### src/hw/rtl/mrwr_pkg.sv
package mrwr_pkg;

  localparam int NUM_BITS = 32;
  localparam int FIELD_W = 32;
  localparam int CNT_W = $clog2(NUM_BITS);

  typedef logic [NUM_BITS-1:0] val_t;
  typedef logic [FIELD_W-1:0] field_t;
  typedef logic [CNT_W-1:0] cnt_t;

endpackage

### src/hw/rtl/miller_rabin_witness_round_core.sv
// Every modular multiplication runs on the shared shift-add unit. A round needs at most
// 2*NUM_BITS-1 multiplications (candidate 0xFFFFFFFF at 32 bits); trivial candidates need none.
// One item is processed at a time; the next beat is taken once the result has moved to the
// output register.
// Synchronous active-low reset returns the sequencer to idle and drops out_valid.
module miller_rabin_witness_round_core (
  input  logic             clk,
  input  logic             rst_n,
  input  logic             in_valid,
  output logic             in_ready,
  input  mrwr_pkg::field_t in_candidate,
  input  mrwr_pkg::field_t in_witness,
  output logic             out_valid,
  input  logic             out_ready,
  output logic             out_probable_prime,
  output logic             out_witness_invalid
);
  import mrwr_pkg::*;

  typedef enum logic [3:0] {
    S_IDLE,
    S_CLASS,
    S_RED,
    S_STRIP,
    S_POW,
    S_POWMUL,
    S_POWSQ,
    S_CHECK,
    S_SQ,
    S_SQCHK,
    S_DONE
  } state_t;

  state_t state_r, state_nxt;
  val_t   n_r, n_nxt;
  val_t   w_r, w_nxt;
  val_t   e_r, e_nxt;
  cnt_t   r_r, r_nxt;
  val_t   acc_r, acc_nxt;
  val_t   base_r, base_nxt;
  logic   pass_r, pass_nxt;
  logic   bad_r, bad_nxt;
  logic   out_valid_r, out_valid_nxt;
  logic   out_pp_r, out_pp_nxt;
  logic   out_wi_r, out_wi_nxt;

  logic   mm_start;
  val_t   mm_a;
  val_t   mm_b;
  logic   mm_done;
  val_t   mm_prod;
  val_t   last;

  assign last = n_r - 1'b1;

  mrwr_mulmod u_mulmod (
    .clk   (clk),
    .rst_n (rst_n),
    .start (mm_start),
    .a     (mm_a),
    .b     (mm_b),
    .n     (n_r),
    .done  (mm_done),
    .prod  (mm_prod)
  );

  always_comb begin
    state_nxt     = state_r;
    n_nxt         = n_r;
    w_nxt         = w_r;
    e_nxt         = e_r;
    r_nxt         = r_r;
    acc_nxt       = acc_r;
    base_nxt      = base_r;
    pass_nxt      = pass_r;
    bad_nxt       = bad_r;
    out_valid_nxt = out_valid_r && !out_ready;
    out_pp_nxt    = out_pp_r;
    out_wi_nxt    = out_wi_r;
    mm_start      = 1'b0;
    mm_a          = acc_r;
    mm_b          = base_r;
    unique case (state_r)
      S_IDLE: begin
        if (in_valid) begin
          n_nxt     = val_t'(in_candidate);
          w_nxt     = val_t'(in_witness);
          state_nxt = S_CLASS;
        end
      end
      S_CLASS: begin
        pass_nxt = 1'b0;
        bad_nxt  = 1'b0;
        if (n_r < val_t'(2)) begin
          state_nxt = S_DONE;
        end else if (n_r == val_t'(2) || n_r == val_t'(3)) begin
          pass_nxt  = 1'b1;
          state_nxt = S_DONE;
        end else if (!n_r[0]) begin
          state_nxt = S_DONE;
        end else begin
          bad_nxt   = (w_r < val_t'(2)) || (w_r > n_r - val_t'(2));
          e_nxt     = last;
          r_nxt     = '0;
          acc_nxt   = val_t'(1);
          mm_start  = 1'b1;
          mm_a      = val_t'(1);
          mm_b      = w_r;
          state_nxt = S_RED;
        end
      end
      S_RED: begin
        if (mm_done) begin
          base_nxt  = mm_prod;
          state_nxt = S_STRIP;
        end
      end
      S_STRIP: begin
        if (!e_r[0]) begin
          e_nxt = e_r >> 1;
          r_nxt = r_r + 1'b1;
        end else begin
          state_nxt = S_POW;
        end
      end
      S_POW: begin
        if (e_r == '0) begin
          state_nxt = S_CHECK;
        end else if (e_r[0]) begin
          mm_start  = 1'b1;
          state_nxt = S_POWMUL;
        end else begin
          mm_start  = 1'b1;
          mm_a      = base_r;
          state_nxt = S_POWSQ;
        end
      end
      S_POWMUL: begin
        if (mm_done) begin
          acc_nxt   = mm_prod;
          mm_start  = 1'b1;
          mm_a      = base_r;
          state_nxt = S_POWSQ;
        end
      end
      S_POWSQ: begin
        mm_a = base_r;
        if (mm_done) begin
          base_nxt  = mm_prod;
          e_nxt     = e_r >> 1;
          state_nxt = S_POW;
        end
      end
      S_CHECK: begin
        if (acc_r == val_t'(1) || acc_r == last) begin
          pass_nxt  = 1'b1;
          state_nxt = S_DONE;
        end else if (r_r <= cnt_t'(1)) begin
          state_nxt = S_DONE;
        end else begin
          mm_start  = 1'b1;
          mm_b      = acc_r;
          r_nxt     = r_r - 1'b1;
          state_nxt = S_SQ;
        end
      end
      S_SQ: begin
        if (mm_done) begin
          acc_nxt   = mm_prod;
          state_nxt = S_SQCHK;
        end
      end
      S_SQCHK: begin
        if (acc_r == last) begin
          pass_nxt  = 1'b1;
          state_nxt = S_DONE;
        end else if (acc_r == val_t'(1) || r_r <= cnt_t'(1)) begin
          state_nxt = S_DONE;
        end else begin
          mm_start  = 1'b1;
          mm_b      = acc_r;
          r_nxt     = r_r - 1'b1;
          state_nxt = S_SQ;
        end
      end
      S_DONE: begin
        if (!out_valid_r || out_ready) begin
          out_valid_nxt = 1'b1;
          out_pp_nxt    = pass_r;
          out_wi_nxt    = bad_r;
          state_nxt     = S_IDLE;
        end
      end
      default: begin
        state_nxt = S_IDLE;
      end
    endcase
  end

  always_ff @(posedge clk) begin
    if (!rst_n) begin
      state_r     <= S_IDLE;
      out_valid_r <= 1'b0;
    end else begin
      state_r     <= state_nxt;
      out_valid_r <= out_valid_nxt;
    end
    n_r      <= n_nxt;
    w_r      <= w_nxt;
    e_r      <= e_nxt;
    r_r      <= r_nxt;
    acc_r    <= acc_nxt;
    base_r   <= base_nxt;
    pass_r   <= pass_nxt;
    bad_r    <= bad_nxt;
    out_pp_r <= out_pp_nxt;
    out_wi_r <= out_wi_nxt;
  end

  assign in_ready            = (state_r == S_IDLE);
  assign out_valid           = out_valid_r;
  assign out_probable_prime  = out_pp_r;
  assign out_witness_invalid = out_wi_r;

endmodule

### src/hw/rtl/mrwr_mulmod.sv
module mrwr_mulmod (
  input  logic           clk,
  input  logic           rst_n,
  input  logic           start,
  input  mrwr_pkg::val_t a,
  input  mrwr_pkg::val_t b,
  input  mrwr_pkg::val_t n,
  output logic           done,
  output mrwr_pkg::val_t prod
);
  import mrwr_pkg::*;

  // Shift-and-add modular product, most significant bit of b first.
  // Each bit is a doubling followed by a conditional add.
  val_t                acc_r;
  val_t                a_r;
  val_t                b_r;
  cnt_t                cnt_r;
  logic                phase_r;
  logic                run_r;
  logic                done_r;
  val_t                addend;
  logic [NUM_BITS:0]   sum;
  logic [NUM_BITS:0]   diff;
  val_t                red;

  assign addend = phase_r ? a_r : acc_r;
  assign sum    = {1'b0, acc_r} + {1'b0, addend};
  assign diff   = sum - {1'b0, n};
  assign red    = diff[NUM_BITS] ? sum[NUM_BITS-1:0] : diff[NUM_BITS-1:0];

  always_ff @(posedge clk) begin
    if (!rst_n) begin
      run_r  <= 1'b0;
      done_r <= 1'b0;
    end else begin
      done_r <= 1'b0;
      if (start) begin
        acc_r   <= '0;
        a_r     <= a;
        b_r     <= b;
        cnt_r   <= CNT_W'(NUM_BITS - 1);
        phase_r <= 1'b0;
        run_r   <= 1'b1;
      end else if (run_r) begin
        if (!phase_r) begin
          acc_r <= red;
        end else begin
          if (b_r[NUM_BITS-1]) begin
            acc_r <= red;
          end
          b_r   <= b_r << 1;
          cnt_r <= cnt_r - 1'b1;
          if (cnt_r == '0) begin
            run_r  <= 1'b0;
            done_r <= 1'b1;
          end
        end
        phase_r <= !phase_r;
      end
    end
  end

  assign done = done_r;
  assign prod = acc_r;

endmodule

### config.mk
export PLATFORM = sky130hd
export DESIGN_NAME = miller_rabin_witness_round_core
export DESIGN_NICKNAME = d
export VERILOG_FILES = /design/src/hw/rtl/mrwr_pkg.sv /design/src/hw/rtl/miller_rabin_witness_round_core.sv /design/src/hw/rtl/mrwr_mulmod.sv
export SDC_FILE = /design/constraint.sdc
export NUM_CORES = 1
export LEC_CHECK = 0
export ABC_AREA = 1
export BUFFER_PORTS_ARGS = -buffer_cell sky130_fd_sc_hd__buf_2
export CAP_MARGIN = 20
export CELL_PAD_IN_SITES_DETAIL_PLACEMENT = 1
export CELL_PAD_IN_SITES_GLOBAL_PLACEMENT = 1
export CORE_MARGIN = 1.5
export CORE_UTILIZATION = 35
export CTS_CLUSTER_DIAMETER = 60
export CTS_CLUSTER_SIZE = 10
export DETAILED_ROUTE_END_ITERATION = 8
export PLACE_DENSITY_LB_ADDON = 0.3
export SYNTH_ARGS = -nofsm -noshare
export SYNTH_HDL_FRONTEND = slang
export SYNTH_HIERARCHICAL = 1
export SYNTH_SLANG_ARGS = --single-unit
export TNS_END_PERCENT = 1
### constraint.sdc
create_clock -name clk -period 5 [get_ports clk]
set_clock_uncertainty 0.1 [all_clocks]
set_input_delay 0 -clock clk [delete_from_list [all_inputs] [get_ports clk]]
set_output_delay 0 -clock clk [all_outputs]
set_load 0.05 [all_outputs]
==> summary.txt <==
Run status
  • Status: finished, final reports clean

STA
  • Worst slew pin tran: 0.990 ns
  • Sum Neg Setup Slack: 0 ns
  • Final Hold Violating Endpoints: 0
  • Fmax: 210 MHz
  • Crit share post-route: a little over nine tenths
  • Slew headroom: 33.8%
  • Post-route setup slack: 0.238 ns
  • Max-slew violations: 0
  • Final setup vio count: 0
  • RSZ-0062 raised after global routing: yes
  • Tmin final: 4.76 ns

Worst setup path
  • CP Buf/Inv Count: 3
  • Crit path largest cell delay: 0.46 ns
  • Crit path max-delay family: simple AND/OR/NAND/NOR gates
  • Critical Path AT: 4.94 ns
  • Crit start category: register
  • Worst path slowest cell: edfxtp_1
  • CP required: between 5 and 6 ns
  • CP most frequent cell: nand2_1
  • CP Max Fanout: 33
  • Critical path class: register to register
  • CP Capture Type: register

Synth
  • Cell variety after synth: between 50 and 60
  • Synthesized instance count: 2777
  • Largest area contributor in the netlist: edfxtp_1
  • Area contributors post-synth: edfxtp_1 (40%), nand2_1 (19%), inv_1 (7.3%), ha_1 (6.6%), nor2_1 (5.1%)
  • Yosys warns: 6
  • Mapped Nets: roughly 3000
  • Syn Area/Cell: 7.27 µm²
  • #FFs+latches synth: 278
  • Register area share after synthesis: approximately two fifths
  • Mapped cell area: 20200 µm²
  • Post-synth top area share: 40.3%

Placed design
  • Post-Place Setup Slack: -0.288 ns
  • DPL Wire Length: 70.0 mm
  • # port buffers: around 70
  • GP Congestion: 0.987

Route
  • Pre-antenna DRT Iters: 5
  • Drt wl/cell: 23.6 µm
  • Final WL: 87.4 mm
  • Drt drc: 0
  • Final ANT Viol Nets: 0
  • Via count: just under 20000
  • Iteration-0 DRC count of the detailed router: 1622
  • Vias/cell: around 5.3

Clocking
  • CTS tree: built
  • Inserted Clock Buffers: 38
  • Longest Clk Path Bufs: 3
  • Number of H-tree levels: 2
  • Clock root buffer: clkbuf_16
  • Clock Sink Count: ~280
  • Number of setup buffers added after CTS: 0
  • Clk_lat worst skew: 0.57 ns
  • Clock-pin slew on the worst setup and hold paths: approximately 0.06 ns

Floorplan
  • Number of I/O pins: 72
  • Die extent in y: between 200 and 250 µm
  • Die W: 243 µm
  • CORE AREA: 56700 µm²
  • Starting Density: 35.6%
  • Cell row count: 87
  • Die area: 59200 µm²

GRT
  • Number of global-route vias before repair: 19800
  • First-pass GRT wire length: 128 mm
  • Largest net degree at the start of global routing: 45
  • Gr usage total: 29.2%
  • Overflow after GRT: 0
  • Antenna violations before repair: 1

Min path
  • Worst Hold Class: primary input to register

Final layout
  • Share of cells above drive strength 1: ~7.9%
  • P&R area growth vs syn: 16.1%
  • Layout Nets: 3111

Job
  • Max cap viols: 0
## state kept, by name (all words and copies together) (netlist names)
signal,flops
state_r,4
u_mulmod/a_r,32
out_valid,1
base_r,32
bad_r,1
u_mulmod/b_r,32
u_mulmod/run_r,1
u_mulmod/done,1
u_mulmod/phase_r,1
out_probable_prime,1
w_r,32
acc_r,32
out_witness_invalid,1
e_r,32
n_r,32
r_r,5
pass_r,1
u_mulmod/prod,32
u_mulmod/cnt_r,5
## repair_timing
action	in CTS	in global routing
hold buffers	67	0
gates cloned	0	3
resized for setup	4	20
setup endpoints to repair	32	33
endpoints found under the hold margin	93	0
pin swaps	0	2
## final timing paths
kind | startpoint | endpoint | slack (ns) | cells after the start
worst min-delay path | in_witness[0] | w_r[0] | 0.04 | 2
worst max-delay path | u_mulmod/phase_r | u_mulmod/prod[20] | 0.24 | 31
worst max register to register | u_mulmod/phase_r | u_mulmod/prod[20] | 0.24 | 31
worst min register to register | pass_r | out_probable_prime | 0.33 | 0
## per-stage QoR
stage,std cells,util [%],area [µm²],hold slack (ns)
floorplan,2777,-,20200,-0.00113
detailed placement,3581,37.9,21500,0.0783
finish,3710,41.4,23500,0.0412
global route,3709,41.4,23500,0.0390
global placement,3580,37.9,21500,0.0760
CTS,3706,41.1,23300,0.0178
## synth_stat cells (all sizes together)
| cell | instances |
|---|---|
| buf | 14 |
| o211ai | 5 |
| nor3 | 27 |
| a21o | 3 |
| a221oi | 1 |
| nand4 | 35 |
| edfxtp | 271 |
| o22ai | 8 |
| o21ai | 118 |
| or3 | 1 |
| nand2 | 1053 |
| xor2 | 69 |
| a31oi | 4 |
| ha | 106 |
| a21oi | 79 |
| fa | 2 |
| a32o | 7 |
| o21bai | 12 |
| dfxtp | 7 |
| xnor2 | 4 |
| o31ai | 3 |
| a2111oi | 1 |
| nand3b | 8 |
| o21a | 4 |
| clkbuf | 38 |
| a211oi | 1 |
| o221ai | 2 |
| a22o | 1 |
| clkinv | 1 |
| nor2 | 296 |
| o311ai | 1 |
| o2111ai | 1 |
| xor3 | 1 |
| nor4 | 25 |
| inv | 400 |
| or2 | 2 |
| nand3 | 166 |
## placed cells by master, fill, tap and decap left out, types with 7 or more instances in the layout
master	instances
nor3_1	19
o21bai_1	11
a32o_1	7
nor4_1	25
a21oi_1	72
nand2_1	1031
inv_1	394
o22ai_1	8
clkbuf_16	38
nor2_1	269
dfxtp_1	7
nand3b_1	8
buf_2	71
ha_1	105
edfxtp_1	271
o21ai_0	112
nand3_1	163
dlygate4sd3_1	67
nand2_2	17
xor2_1	67
buf_4	25
nor2_2	21
nor3_2	7
nand4_1	35
## area by class of cell
type	count	area (µm²)
fillers	7032	33300
well taps	756	946
repair buffers	167	1280
clock buffers	44	973
multi-input cells	2049	10300
diodes	1	2.50
clock inverters	14	156
inverters	401	1510
flip-flops and latches	278	8280
## per-layer routing
layer,up-vias,GRT usage [%],part of all wire [%]
met1,9535,40.4,45
met5,-,0,0
met3,145,5.80,7.6
met2,692,45.9,44
li1,9253,-,-
met4,0,9.02,3.3
## logic make-up (layout without fill, tap and decap cells)
family                   after synthesis  in the layout  synth area share [%]
adder cells (fa/ha/maj)              108            108                  6.76
AND/OR/NAND/NOR                     1613           1616                  33.1
buffers and inverters                453            626                  8.85
XOR/XNOR                              74             74                  3.28
other                                  0              1                     0
flip-flops                           278            278                  41.0
AO/OA/AOI/OAI                        251            251                  7.05
Power is not shown: default switching activity piles up to over one toggle a cycle in this logic, so the estimate is an artifact.
